**src/rtl/string_intern_hash_table_top_defines.svh**
```systemverilog
// Assertion macros shared by the string interning store.
`ifndef STRING_INTERN_HASH_TABLE_TOP_DEFINES_SVH
`define STRING_INTERN_HASH_TABLE_TOP_DEFINES_SVH
// Assert that a condition implies another in the same cycle.
`define SIH_ASSERT_IMPLY(label, clk, rst_n, cond, prop) \
    label: assert property (@(posedge clk) disable iff (!rst_n) (cond) |-> (prop)) \
        else $error("assertion failed");
// Assert that a condition implies another in the next cycle.
`define SIH_ASSERT_NEXT(label, clk, rst_n, cond, prop) \
    label: assert property (@(posedge clk) disable iff (!rst_n) (cond) |=> (prop)) \
        else $error("assertion failed");
`endif

```
**src/rtl/sih_pkg.sv**
```systemverilog
// Types and constants shared by the string interning store.
`default_nettype none
package sih_pkg;
    localparam logic [31:0] HASH_BASIS = 32'd2166136261;
    localparam logic [31:0] HASH_PRIME = 32'd16777619;
    localparam logic [1:0] ST_OK = 2'd0;
    localparam logic [1:0] ST_LONG = 2'd1;
    localparam logic [1:0] ST_FULL = 2'd2;
    localparam logic [7:0] GEN_LAST = 8'd255;

    typedef enum logic [3:0] {
        S_CLR, S_IDLE, S_HASH, S_PROBE, S_SLOT, S_CMP, S_CMPW, S_COPY, S_COPYW,
        S_WSLOT, S_RESP, S_TAGCLR
    } sih_state_t;

    // Commands from controller to datapath.
    typedef struct packed {
        logic take_byte;
        logic clear_gen;
        logic clr_slot;
        logic start_probe;
        logic rd_slot;
        logic next_slot;
        logic cmp_start;
        logic cmp_rd;
        logic cmp_step;
        logic copy_start;
        logic copy_rd;
        logic copy_step;
        logic write_slot;
        logic set_found;
        logic set_long;
        logic set_full;
        logic drop;
        logic mult_step;
    } sih_cmd_t;

    // Status back to the controller.
    typedef struct packed {
        logic overlong;
        logic slot_busy;
        logic probe_wrapped;
        logic cmp_done;
        logic cmp_equal;
        logic copy_done;
        logic fits;
        logic clr_done;
        logic gen_wrap;
    } sih_stat_t;
endpackage
`default_nettype wire

```
**src/rtl/sih_ctrl.sv**
```systemverilog
// Controller state machine for the string interning store.
`default_nettype none
module sih_ctrl (
    input  wire logic              clk,
    input  wire logic              rst_n,
    input  wire logic              in_valid,
    output logic                   in_ready,
    input  wire logic              func,
    input  wire logic              last,
    input  wire logic              char_nz,
    output logic                   res_load,
    input  wire logic              res_pending,
    input  wire sih_pkg::sih_stat_t stat,
    output sih_pkg::sih_cmd_t      cmd
);
    import sih_pkg::*;

    sih_state_t state_reg, state_next;

    // State register.
    always_ff @(posedge clk or negedge rst_n)
    begin
        if (!rst_n)
            state_reg <= S_CLR;
        else
            state_reg <= state_next;
    end

    // Next state and commands.
    always_comb
    begin
        state_next = state_reg;
        cmd = '0;
        in_ready = 1'b0;
        res_load = 1'b0;
        unique case (state_reg)
            S_CLR, S_TAGCLR:
            begin
                cmd.clr_slot = 1'b1;
                if (stat.clr_done)
                    state_next = S_IDLE;
            end
            S_IDLE:
            begin
                in_ready = 1'b1;
                if (in_valid)
                begin
                    if (func)
                    begin
                        cmd.clear_gen = 1'b1;
                        cmd.drop = 1'b1;
                        if (stat.gen_wrap)
                            state_next = S_TAGCLR;
                    end
                    else if (last)
                    begin
                        if (stat.overlong)
                        begin
                            cmd.set_long = 1'b1;
                            state_next = S_RESP;
                        end
                        else
                        begin
                            cmd.start_probe = 1'b1;
                            state_next = S_PROBE;
                        end
                    end
                    else if (char_nz)
                    begin
                        cmd.take_byte = 1'b1;
                        state_next = S_HASH;
                    end
                end
            end
            S_HASH:
            begin
                cmd.mult_step = 1'b1;
                state_next = S_IDLE;
            end
            S_PROBE:
            begin
                cmd.rd_slot = 1'b1;
                state_next = S_SLOT;
            end
            S_SLOT:
            begin
                if (!stat.slot_busy)
                begin
                    if (stat.fits)
                    begin
                        cmd.copy_start = 1'b1;
                        state_next = S_COPY;
                    end
                    else
                    begin
                        cmd.set_full = 1'b1;
                        state_next = S_RESP;
                    end
                end
                else
                begin
                    cmd.cmp_start = 1'b1;
                    state_next = S_CMP;
                end
            end
            S_CMP:
            begin
                cmd.cmp_rd = 1'b1;
                state_next = S_CMPW;
            end
            S_CMPW:
            begin
                if (!stat.cmp_equal)
                begin
                    if (stat.probe_wrapped)
                    begin
                        cmd.set_full = 1'b1;
                        state_next = S_RESP;
                    end
                    else
                    begin
                        cmd.next_slot = 1'b1;
                        state_next = S_PROBE;
                    end
                end
                else if (stat.cmp_done)
                begin
                    cmd.set_found = 1'b1;
                    state_next = S_RESP;
                end
                else
                begin
                    cmd.cmp_step = 1'b1;
                    state_next = S_CMP;
                end
            end
            S_COPY:
            begin
                cmd.copy_rd = 1'b1;
                state_next = S_COPYW;
            end
            S_COPYW:
            begin
                cmd.copy_step = 1'b1;
                if (stat.copy_done)
                    state_next = S_WSLOT;
                else
                    state_next = S_COPY;
            end
            S_WSLOT:
            begin
                cmd.write_slot = 1'b1;
                state_next = S_RESP;
            end
            S_RESP:
            begin
                if (!res_pending)
                begin
                    res_load = 1'b1;
                    cmd.drop = 1'b1;
                    state_next = S_IDLE;
                end
            end
            default:
                state_next = S_IDLE;
        endcase
    end
endmodule
`default_nettype wire

```
**config.mk**
```make
export PLATFORM = sky130hd
export DESIGN_NAME = sih_ctrl
export DESIGN_NICKNAME = d
export VERILOG_FILES = /design/src/rtl/string_intern_hash_table_top_defines.svh /design/src/rtl/sih_pkg.sv /design/src/rtl/sih_ctrl.sv
export SDC_FILE = /design/constraint.sdc
export NUM_CORES = 1
export LEC_CHECK = 0
export BUFFER_PORTS_ARGS = -buffer_cell sky130_fd_sc_hd__buf_4
export CORE_AREA = 8 8 47 49
export DETAILED_ROUTE_END_ITERATION = 16
export DIE_AREA = 0 0 55 57
export PLACE_DENSITY = 0.75
export SLEW_MARGIN = 30
export SYNTH_ARGS = -nofsm -noshare
export SYNTH_HDL_FRONTEND = slang
export SYNTH_SLANG_ARGS = --single-unit
```
**constraint.sdc**
```tcl
create_clock -name clk -period 2 [get_ports clk]
set_clock_uncertainty 0.2 [all_clocks]
set_input_delay 0.3 -clock clk [delete_from_list [all_inputs] [get_ports clk]]
set_output_delay 0.3 -clock clk [all_outputs]
set_load 0.02 [all_outputs]
```
* After elaboration in Yosys (flattened, before gate mapping) *
Cells that the tools add are included.

storage, ports and cells
  bits in registers = 4
  input port bits = 16
  output and inout bits = 20
  word-level logic and storage cells = 82

cells by class
  equal/unequal tests = 16
  muxes and demuxes = 62
  reductions and logical operators = 3

operators with widths
  operator                                             number
  2-to-1 mux 4 bit                                     14
  2-to-1 mux 1 bit                                     43
  case mux 4 bit (10 select lines)                     1
  equality test 4 x 3 -> 1 bit, second input constant  4
  equality test 4 bit, second input constant           4
  equality test 4 x 2 -> 1 bit, second input constant  2
  inequality test 2 bit, second input constant         3
  AND reduction 5 bit                                  1
  equality test 4 x 1 -> 1 bit, second input constant  1
  zero test 4 bit                                      1
  2-to-1 mux 2 bit                                     2
  inequality test 4 bit, second input constant         1
  case mux 1 bit (2 select lines)                      2
  inequality test 3 bit, second input constant         1
  OR reduction 2 bit                                   1

* Depth between registers and ports, before layout *
Gate-level depths: netlist (run 1).

  depth after elaboration = 5
  depth in mapped cells = 7
  mapped depth without buffers = 5

* Worst setup path before layout (run 1) *
OpenSTA, ideal clock, no wires.

  kind = register -> output
  from = reg state_reg[1]
  to = out cmd[17] in the netlist's numbering
  arrival = 1.777 ns
  required time = 1.500 ns
  slack = -0.277 ns
  cell stages (with the launch flop) = 7
  buffers on the path = 1
  cells stage by stage = dfrtp_1 buf_6 inv_1 nand2_1 nor3_2 nand3b_1 nor3b_1

RTL lines
  element                 RTL line        RTL
  start, declared         sih_ctrl.sv:18  sih_state_t state_reg, state_next;
  start signal, assigned  sih_ctrl.sv:26  state_reg <= state_next;
  end, declared           sih_ctrl.sv:14  output sih_pkg::sih_cmd_t cmd

==> results of run 1 <==
[layer usage]
| metal | global-route usage | wire length (microns) | share of wire | vias up |
|---|---|---|---|---|
| li1 | - | - | - | 416 |
| met1 | 0.174 | 916 | 0.38 | 393 |
| met2 | 0.256 | 1280 | 0.53 | 41 |
| met3 | 0.0468 | 178 | 0.074 | 4 |
| met4 | 0.0550 | 25 | 0.010 | 0 |
| met5 | 0 | 0 | 0 | - |
[critical path: stages, from the launching register on]
cell      delay, ps
dfrtp_1         390
inv_2           100
nand2_4          60
nor3_4          190
nand3b_1        160
and2b_1         240
buf_6           110
[area by class of cell]
class,count,area [sq um]
Clock buffer,3,22.5
Fill cell,122,475
Inverter,2,7.51
Multi-Input combinational cell,75,519
Sequential cell,4,104
Tap cell,17,21.3
Timing Repair Buffer,54,427
[where the power goes]
part / switching (mW) / total (mW) / internal [mW]
Sequential: 0.0560 / 0.179 / 0.123
Combinational: 0.579 / 1.12 / 0.543
Clock: 0.0326 / 0.0997 / 0.0671
[cells in the final DEF (no fill, tap or decap), drive strengths merged]
master and count:
nor3 10, dfrtp 4, o31ai 2, a21boi 1, o21ai 4, nor4b 1
nor3b 2, or2 2, clkbuf 3, buf 53, nand3b 1, nor4 2
a21oi 10, nand2b 6, o22ai 1, nand2 6, and2b 2, and3 2
a211oi 1, nor2b 3, or3 3, a31oi 1, inv 2, nand3 2
nor2 11, o21ba 1, o311ai 1, dlygate4sd3 1
[repair_timing]
item | 4_1_cts | 5_1_grt
endpoints found under the hold margin | 4 | 0
pin swaps | 5 | 5
resized for setup | 5 | 13
setup endpoints to repair | 8 | 11
setup buffers | 10 | 3
hold buffers | 1 | 0
[logic make-up after synthesis]
family,count (synthesis)
simple gates,53
compound gates,22
flops,4
buf+inv,7
[final timing paths]
| path | end | slack, ps | depth (start not counted) |
|---|---|---|---|
| min in group clk | state_reg[0] | 270 | 4 |
| min reg2reg | state_reg[3] | 490 | 2 |
| max | cmd[14] | 6 | 6 |
| max in group asynchronous | state_reg[0] | 1290 | 2 |
| max reg2reg | state_reg[0] | 220 | 6 |
| min | state_reg[3] | 200 | 2 |
[through the flow]
step | hold slack [ps] | worst slack, ps
after floorplan | -196 | 6.58
after global placement | -101 | 132
after detailed placement | -103 | 126
after CTS | 188 | -13.5
after global routing | 212 | -77.0
final | 197 | 5.86
[synth_stat cells (all sizes together)]
cell type | number | area, sq um
o21ba | 1 | 10.0
a21boi | 1 | 7.51
nand3 | 2 | 10.0
nor4 | 2 | 12.5
nor2 | 11 | 41.3
and2b | 2 | 15.0
nor3 | 10 | 55.1
or3 | 3 | 23.8
a21oi | 10 | 61.3
or2 | 2 | 15.0
buf | 5 | 31.3
and3 | 2 | 12.5
nand3b | 1 | 7.51
nor4b | 1 | 8.76
o21ai | 4 | 20.0
a211oi | 1 | 12.5
o22ai | 1 | 6.26
nor2b | 3 | 18.8
inv | 2 | 7.51
o311ai | 1 | 16.3
dfrtp | 4 | 100
nor3b | 2 | 15.0
o31ai | 2 | 15.0
nand2b | 6 | 45.0
a31oi | 1 | 6.26
nand2 | 6 | 22.5
==> impl_metrics.csv, run 1 <==
group,metric,value,unit
outcome,outcome,"complete, no violations",
timing,slew_headroom,0.800,
setup_path,reg2reg_from,"state_reg[0]",
routing,first_pass_iters,4,
clock_network,cts.clk_slew.worst_paths,40,ps
setup_path,crit_arrival,1490,ps
placed_design,place.gp.congestion,0.884,
clock_network,cts-root-buf,"clkbuf_4",
routing,drcViolationCount,0,
yosys,synth_nets,102,
power_and_ir_drop,p_leak,0.512,nW
floorplan,core,0.00158,sq mm
layout,largest_reg_flops,4,
clock_network,clkLatencyLatePin,230,ps
placed_design,portBuffers,35,
clock_network,h-tree-depth,1,
power_and_ir_drop,ir_drop,0.000787,V
layout,fin_util,0.698,
timing,rsz0062_at_grt,"true",
grt,antenna_found_initial,0,
floorplan,io_pins,36,
layout,fin_cells,155,
floorplan,start_util,0.379,
clock_network,cts_buffer_depth,2,
layout,design_area,0.00110,sq mm
timing,worstMarginPinSlew,299,ps
layout,drive_gt1_frac,0.580,
grt,grt_pass1_vias,854,
floorplan,die_width,55,microns
yosys,yosysSeqAreaShare,0.168,
run,max_cap_viol_count,0,
clock_network,cts_inserted_buffers,3,
setup_path,path_max_fanout,3,
yosys,syn_area,597,sq um
floorplan,dieArea,0.00314,sq mm
placed_design,post-dp-hpwl,1.71,mm
yosys,muxShareOfSynthArea,0,
yosys,synthSimpleGateAreaFrac,0.507,
setup_path,startpoint,"state_reg[1]",
yosys,synth_fa_ha_area_frac,0,
grt,overflow,0,
routing,ant_nets,0,
yosys,syn_area_per_cell,6.94,sq um
timing,setup_viol,0,
timing,tns,0,ps
placed_design,place_area,906,sq um
grt,grt_max_degree,19,
routing,drt_wl_total,2.40,mm
layout,antenna_cells,0,
timing,hold_violations,0,
setup_path,worstSetupEndpointType,"primary output",
routing,wl_per_cell,15.5,microns
routing,viasPerCell,5.51,
floorplan,fp.dieH,57,microns
clock_network,cts_tree,"yes",
yosys,synth_cells,86,
setup_path,cp.required,1500,ps
placed_design,dp_cells,138,
grt,grt_usage,0.153,
floorplan,rows,15,
grt,grt_first_pass_wirelength,3.78,mm
routing,num_vias,854,
yosys,synth_seq_cells,4,
timing,fin_crit_sh,0.997,
yosys,yosys_warnings,0,
setup_path,cp-start-kind,"flip-flop",
routing,first_iter_violations,41,
yosys,synth_top_family_by_area,"simple AND/OR/NAND/NOR gates",
yosys,synthXorXnorAreaFrac,0,
timing,fin_crit,1990,ps
timing,drv_slew,0,
layout,area_growth,84.5,%
layout,layout.nets,156,
worst_hold_path,hold_class,"input port to asynchronous set/reset pin",
power_and_ir_drop,power,1.40,mW
yosys,synth_compound_area_frac,0.260,
power_and_ir_drop,power_density,1270,mW/mm^2
setup_path,worstSetupPathType,"flip-flop to primary output",
timing,clock.fmax,501,MHz
clock_network,cts.sinks,4,
yosys,ys_types,33,
Note: power is estimated with default switching activity, not from simulation.
==> inputs of run 2 (changes only) <==
==> constraint.sdc (replaced) <==
create_clock -name clk -period 2 [get_ports clk]
set_clock_uncertainty 0.2 [all_clocks]
set_input_delay 0.1 -clock clk [delete_from_list [all_inputs] [get_ports clk]]
set_output_delay 0.1 -clock clk [all_outputs]
set_load 0.02 [all_outputs]
==> impl_metrics.csv, run 2 (synthesis gave the netlist of run 1 again) <==
group,metric,value,unit
setup_path,worstSetupPathType,"flip-flop to primary output",
timing,tns,0,ps
timing,fin_crit,1930,ps
clock_network,cts.clk_slew.worst_paths,40,ps
timing,clock.fmax,519,MHz
floorplan,fp.dieH,57,microns
layout,largest_reg_flops,4,
setup_path,crit_arrival,1630,ps
setup_path,path_max_fanout,9,
timing,slew_headroom,0.777,
setup_path,cp.required,1700,ps
routing,num_vias,805,
layout,fin_cells,149,
grt,grt_usage,0.135,
floorplan,die_width,55,microns
worst_hold_path,hold_depth,4,
timing,drv_slew,0,
setup_path,cp-start-kind,"flip-flop",
grt,use_met1,0.150,
layout,fin_util,0.629,
layout,layout.nets,150,
grt,grt_pass1_vias,793,
timing,rsz0062_at_grt,"false",
setup_path,cp_num_cells,4,
placed_design,pre_cts_slack,180,ps
clock_network,cts_inserted_buffers,3,
setup_path,startpoint,"state_reg[3]",
setup_path,worstSetupEndpointType,"primary output",
placed_design,portBuffers,35,
floorplan,core,0.00158,sq mm
timing,hold_violations,0,
placed_design,place.gp.congestion,0.892,
setup_path,cp-endpoint,"cmd[8]",
power_and_ir_drop,p_leak,0.468,nW
routing,drt_wl_total,2.21,mm
routing,first_iter_violations,25,
grt,grt_max_degree,13,
grt,grt_first_pass_wirelength,3.33,mm
routing,wl_per_cell,14.8,microns
timing,worstMarginPinSlew,331,ps
timing,timing.hold.ws,94.4,ps
layout,antenna_cells,0,
floorplan,rows,15,
floorplan,dieArea,0.00314,sq mm
placed_design,post-dp-hpwl,1.67,mm
layout,drive_gt1_frac,0.485,
clock_network,cts-root-buf,"clkbuf_4",
floorplan,start_util,0.379,
timing,worst_slack,72.6,ps
floorplan,io_pins,36,
outcome,outcome,"complete, no violations",
routing,viasPerCell,5.40,
setup_path,max_stage_delay,460,ps
grt,overflow,0,
grt,met2_usage,0.238,
worst_hold_path,hold_class,"input port to flip-flop",
layout,final_cell_mix,"buf_4 (46), nor2_1 (11), nor3_1 (9)",
clock_network,cts.sinks,4,
clock_network,clkLatencyLatePin,250,ps
grt,grt_busiest_layer,"met2",
layout,design_area,992,sq um
clock_network,cts_buffer_depth,2,
placed_design,dp_cells,138,
layout,final_common_cell,"buf_4",
worst_hold_path,hp-start,"stat[7]",
setup_path,reg2reg_to,"state_reg[0]",
setup_path,critical_path.top_delay_family,"simple AND/OR/NAND/NOR gates",
power_and_ir_drop,power_density,1250,mW/mm^2
run,max_cap_viol_count,0,
power_and_ir_drop,power,1.24,mW
layout,area_growth,66.2,%
clock_network,h-tree-depth,1,
setup_path,crit_path_top_delay_cell,"dfrtp_2",
setup_path,reg2regPathDepth,6,
grt,use_met3,0.0156,
timing,fin_crit_sh,0.964,
setup_path,reg2reg_slack,170,ps
routing,first_pass_iters,4,
clock_network,cts_tree,"yes",
setup_path,cp_num_buf_inv,1,
setup_path,worstPathCellList,"nand2b_4 > or2_4 > nor4b_1 > buf_4",
routing,drcViolationCount,0,
routing,ant_nets,0,
placed_design,place_area,892,sq um
layout,n_fill_cell,153,
grt,antenna_found_initial,0,
timing,setup_viol,0,
power_and_ir_drop,ir_drop,0.000468,V
setup_path,reg2reg_from,"state_reg[3]",
[run 2: changes by cell type in the layout (fill, tap and decap cells not counted), sizes merged]
cell	before	now
dlygate4sd3	1	2
buf	53	46
[run 2: worst min path at each step]
| stage | end |
|---|---|
| final | state_reg[1] |
| after global routing | state_reg[1] |
| after CTS | state_reg[0] |
| after detailed placement | state_reg[3] |
| after global placement | state_reg[1] |
| after floorplan | state_reg[0] |
[run 2: layout make-up]
| type | count | area, sq um | share of cell area |
|---|---|---|---|
| Inverter | 2 | 7.51 | 0.00757 |
| Tap cell | 17 | 21.3 | 0.0214 |
| Clock buffer | 3 | 22.5 | 0.0227 |
| Timing Repair Buffer | 48 | 365 | 0.368 |
| Multi-Input combinational cell | 75 | 472 | 0.475 |
| Sequential cell | 4 | 104 | 0.105 |
[run 2: worst min-delay path: cells and delay by family]
kind	cells	cell delay, ps
AO/OA/AOI/OAI	3	300
buffers and inverters	1	90
[run 2: where the power goes]
group          internal [mW]  switching [mW]
clock                 0.0676          0.0398
combinational          0.432           0.491
sequential             0.123          0.0830
total                  0.622           0.614
[run 2: what timing repair did]
action | 4_1_cts | 5_1_grt
pin swaps | 0 | 2
hold buffers | 2 | 0
setup endpoints to repair | 2 | 4
endpoints found under the hold margin | 4 | 0
buffers inserted | 0 | 6
resized for setup | 3 | 2
[run 2: layer usage]
| layer | wire [microns] | vias to the layer above | share of wire |
|---|---|---|---|
| met5 | 0 | - | 0 |
| met4 | 68 | 0 | 0.031 |
| met3 | 90 | 9 | 0.041 |
| met2 | 1260 | 26 | 0.57 |
| met1 | 792 | 371 | 0.36 |
| li1 | - | 399 | - |
